==> src/sv/fdt_ram.sv <==
// Generic single-port synchronous RAM with a registered read.
// No dependencies.
module fdt_ram #(
    parameter int Width = 8,
    parameter int Depth = 64
) (
    input  logic                     i_clk,
    input  logic                     i_we,
    input  logic [$clog2(Depth)-1:0] i_addr,
    input  logic [Width-1:0]         i_wdata,
    output logic [Width-1:0]         o_rdata
);
    logic [Width-1:0] r_mem [Depth];
    logic [Width-1:0] r_rdata;

    always_ff @(posedge i_clk) begin
        if (i_we) begin
            r_mem[i_addr] <= i_wdata;
        end
        r_rdata <= r_mem[i_addr];
    end

    assign o_rdata = r_rdata;
endmodule

==> config.mk <==
export PLATFORM = sky130hd
export DESIGN_NAME = fdt_ram
export DESIGN_NICKNAME = d
export VERILOG_FILES = /design/src/sv/fdt_ram.sv
export SDC_FILE = /design/constraint.sdc
export NUM_CORES = 1
export LEC_CHECK = 0
export ABC_AREA = 1
export BUFFER_PORTS_ARGS = -buffer_cell sky130_fd_sc_hd__buf_2
export CORE_AREA = 8 8 204 401
export CTS_CLUSTER_DIAMETER = 60
export DETAILED_ROUTE_END_ITERATION = 8
export DIE_AREA = 0 0 212 409
export SLEW_MARGIN = 20
export SYNTH_ARGS = -nofsm -noshare
export SYNTH_HDL_FRONTEND = slang
export SYNTH_SLANG_ARGS = --single-unit
==> constraint.sdc <==
create_clock -name i_clk -period 2.36 [get_ports i_clk]
set_input_delay 0.354 -clock i_clk [delete_from_list [all_inputs] [get_ports i_clk]]
set_output_delay 0.354 -clock i_clk [all_outputs]
set_load 0.02 [all_outputs]
# Word level (Yosys, flattened, before mapping)

Memories as Yosys holds them, arrays and structs flattened. A register that Yosys moved wholly into a read port is not among the register bits.
Index checks and enable logic that the tools add are counted.

Register bits after elaboration: 0
Memory bits (writable): 512
Bits of input ports: 16
Output and inout port bits: 8
Word-level logic and storage cells: 3
Memories kept: 1

Memories:

| name  | words | width | rd ports | clocked after Yosys merged registers in | write ports | RTL line | source |
|---|---|---|---|---|---|---|---|
| r_mem | 64    | 8     | 1        | 1                                       | 1           | 13       | `logic [Width-1:0] r_mem [Depth];` |

Multiplexer cells: 2

Operators by type and width:

| kind             | count |
|---|---|
| 2-to-1 mux 1 bit | 2 |

# Logic depth before layout (Yosys ltp)

Depth in word-level cells: 2
Depth in mapped cells: 13
Mapped depth without buffers: 11

# Worst setup path before layout

Ideal clock, no wire load.

Kind: input to register
Start: in i_addr[3]
End: mem r_mem[41][0], enable pin
Library setup time: 0.395 ns
Arrival time: 1.928 ns
Required time: 1.965 ns
Slack: 0.037 ns
Cell stages on the path: 5
Buffers on the path: 1
Cell sequence: buf_2 > inv_2 > nor3_2 > inv_2 > nor4_1

RTL lines:

| element     | RTL line | source |
|---|---|---|
| from (decl) | 9        | `input logic [$clog2(Depth)-1:0] i_addr,` |
| to (decl)   | 13       |  |

No word-level cell before the write port.

==> results.py <==
metrics = {
    "grt": {
        "grt_max_degree": 95,
        "grt_pass1_vias": 14800,
        "gr-usage-met1": 0.169,
        "grt_util_met2": 0.209,
        "grt-ovfl-total": 0,
        "top_usage_layer": "met2",
        "grt_pass1_wl_mm": 86.4,
        "global_route.usage.met3": 0.0237,
        "grt.total_usage": 0.129,
        "grt_antenna_before_repair": 1,
    },
    "detailed_routing": {
        "wl_per_cell_um": 16.8,
        "drt-total-wl_mm": 56.2,
        "viasPerCell": 4.46,
        "ant_nets": 0,
        "drc": 0,
        "num_vias": 14900,
        "drt_iter0_markers": 1194,
        "first_pass_iters": 5,
    },
    "logic_synthesis": {
        "synth.area.top_cells": "edfxtp_1, nand2_1, nor2_1, buf_2, buf_6",
        "synth_edf_count": 512,
        "synth_top_area_share": 0.697,
        "yosys_register_bits": 520,
        "synth_seq_area_share": 0.705,
        "async_flop_share": 0,
        "synth_cell_types": 22,
        "post-synth-top-area-cell": "edfxtp_1",
        "ys.flop_type": "edfxtp_1",
        "synthesis.nets": 2183,
        "synth_area_per_cell_um2": 10.2,
        "synthTopCellsByCount": "nand2_1, edfxtp_1, nor2_1, buf_2, inv_1",
        "netlist_area_um2": 22000,
        "synth_cells": 2167,
        "synth_warnings": 0,
        "yosysMostFrequentCell": "nand2_1",
    },
    "placed_design": {
        "dp_slack_ps": 123,
        "io_buffers": 23,
        "gp_congestion": 0.838,
        "hpwl_mm": 33.6,
    },
    "floorplan": {
        "core.rowCount": 144,
        "fp.coreArea_um2": 76600,
        "die_area_um2": 86700,
        "die_y_um": 409,
        "die_w_um": 212,
        "pin_count": 24,
        "initial_core_util": 0.288,
    },
    "cts": {
        "post_cts_buffers": 0,
        "clockBufferDepth": 3,
        "cts-root-buf": "clkbuf_16",
        "clk_latency_ps": 600,
        "cts_buffers": 51,
        "ctsResizeCount": 0,
        "path_clk_slew_ps": 60,
        "ctsHoldBuffers": 0,
        "tritoncts": "built",
        "cts_sinks": 520,
        "h-tree-depth": 2,
    },
    "layout": {
        "multi_input_area_um2": 5810,
        "fillers": 7702,
        "syn2layout_area_growth_pct": 17.2,
        "register_area_um2": 15500,
        "nNetsFinal": 2290,
        "drive_gt1_frac": 0.106,
    },
    "timing": {
        "period_needed_ps": 1720,
        "drv_slew": 0,
        "rsz0062_at_grt": "no",
        "finalSetupViolCount": 0,
        "final.setup_skew_ps": 24.8,
        "fin_crit_sh": 0.727,
        "clock.fmax_ghz": 0.583,
        "slew_headroom": 0.611,
        "worst_pin_slew_ps": 583,
        "fin_setup_tns_ps": 0,
        "finalWorstSetupSlack_ps": 644,
        "hold_viol_final": 0,
    },
    "critical_path": {
        "r2r_start": "r_mem[27][4]$_DFFE_PP_",
        "worstPathMaxFanout": 32,
        "start_kind": "primary input",
        "crit_path_end_kind": "flop",
        "critPathKind": "in -> reg",
        "crit_required_ps": 2800,
        "crit_arrival_ps": 2150,
        "crit_start": "i_addr[0]",
    },
    "power": {
        "p_clk_frac": 0.415,
        "p_seq_frac": 0.519,
        "intPower_mw": 15.3,
        "leakage_nw": 10.7,
        "p_sw_frac": 0.223,
        "p_per_area_nw_per_um2": 765,
        "p_sw_mw": 4.41,
        "comb_power_share": 0.066,
        "ir_drop_mv": 0.614,
    },
    "run": {
        "max_cap_violations": 0,
    },
    "outcome": {
        "status": "complete, no violations",
    },
    "min_path": {
        "hold_path_class": "in -> reg",
        "hold_start": "i_wdata[7]",
    },
}
layer usage:
metal	part of all wire	routed length (um)
met3	0.065	3640
met1	0.44	24500
met5	0	0
met2	0.47	26200
met4	0.032	1810
final cells by class:
| cell class | instances | share of cell area |
|---|---|---|
| Tap cell | 1022 | 0.0495 |
| Clock inverter | 29 | 0.0107 |
| Multi-Input combinational cell | 1516 | 0.225 |
| Inverter | 30 | 0.00465 |
| Sequential cell | 520 | 0.601 |
| Clock buffer | 65 | 0.0546 |
| Antenna cell | 2 | 0.000194 |
| Timing Repair Buffer | 155 | 0.0539 |
cell usage in the layout (no fill, tap or decap):
| master | n |
|---|---|
| nor4_1 | 2 |
| o211ai_1 | 5 |
| diode_2 | 2 |
| clkbuf_16 | 53 |
| nor2_1 | 87 |
| buf_12 | 22 |
| bufinv_16 | 5 |
| inv_2 | 3 |
| buf_2 | 21 |
| clkinv_2 | 7 |
| inv_6 | 2 |
| o21ai_0 | 1 |
| clkbuf_1 | 8 |
| inv_1 | 25 |
| nor3_2 | 8 |
| nand4_1 | 2 |
| clkinv_4 | 1 |
| nand3_1 | 13 |
| nand2_1 | 1384 |
| o21ai_1 | 6 |
| inv_4 | 1 |
| nor2_2 | 2 |
| clkinvlp_4 | 1 |
| clkinv_8 | 1 |
| or2_1 | 3 |
| or2_2 | 3 |
| buf_4 | 111 |
| dfxtp_1 | 8 |
| clkinv_1 | 13 |
| edfxtp_1 | 512 |
| clkbuf_8 | 5 |
logic make-up after synthesis:
family / after synthesis / synth area share
compound gates: 12 / 0.00329
simple gates: 1504 / 0.260
buf+inv: 131 / 0.0316
flops: 520 / 0.705
worst paths after layout:
check / end / slack, ps / cells past startpoint
worst min register to register: o_rdata[6]$_DFF_P_ / 700 / 6
worst max-delay path: o_rdata[4]$_DFF_P_ / 640 / 14
worst max register to register: o_rdata[4]$_DFF_P_ / 780 / 10
worst min-delay path: r_mem[31][7]$_DFFE_PP_ / 180 / 1
critical path, stage by stage:
cell	delay, ps
clkbuf_8	210
inv_6	140
buf_12	200
buf_4	190
nand2_1	70
nand2_1	40
nand2_1	50
nand2_1	60
nand2_1	70
nand2_1	60
nand2_1	50
nand2_1	90
nor2_1	360
nand2_1	180
sequential cells by signal, indices dropped and copies added, names as in the netlist:
register and flops:
r_mem 512, o_rdata 8
per-stage QoR:
| stage | utilization | area (um2) | hold WS [ps] | cells | power, mW |
|---|---|---|---|---|---|
| after global placement | 0.315 | 24100 | 713 | 3243 | 11.8 |
| after floorplan | - | 22000 | 453 | 2167 | 11.2 |
| after detailed placement | 0.315 | 24100 | 691 | 3243 | 11.8 |
| final | 0.337 | 25800 | 176 | 3339 | 19.8 |
| after CTS | 0.337 | 25800 | 153 | 3337 | 19.9 |
| after global routing | 0.337 | 25800 | 163 | 3337 | 20.3 |
power by group through the flow:
stage | logic (mW) | clock network (mW) | registers (mW)
3_3_place_gp | 1.31 | 0 | 10.4
3_5_place_dp | 1.31 | 0 | 10.4
5_1_grt | 1.45 | 8.65 | 10.2
2_1_floorplan | 0.698 | 0 | 10.5
4_1_cts | 1.32 | 8.36 | 10.2
6_report | 1.31 | 8.20 | 10.2
No activity file was read; power rests on OpenSTA's default activity.
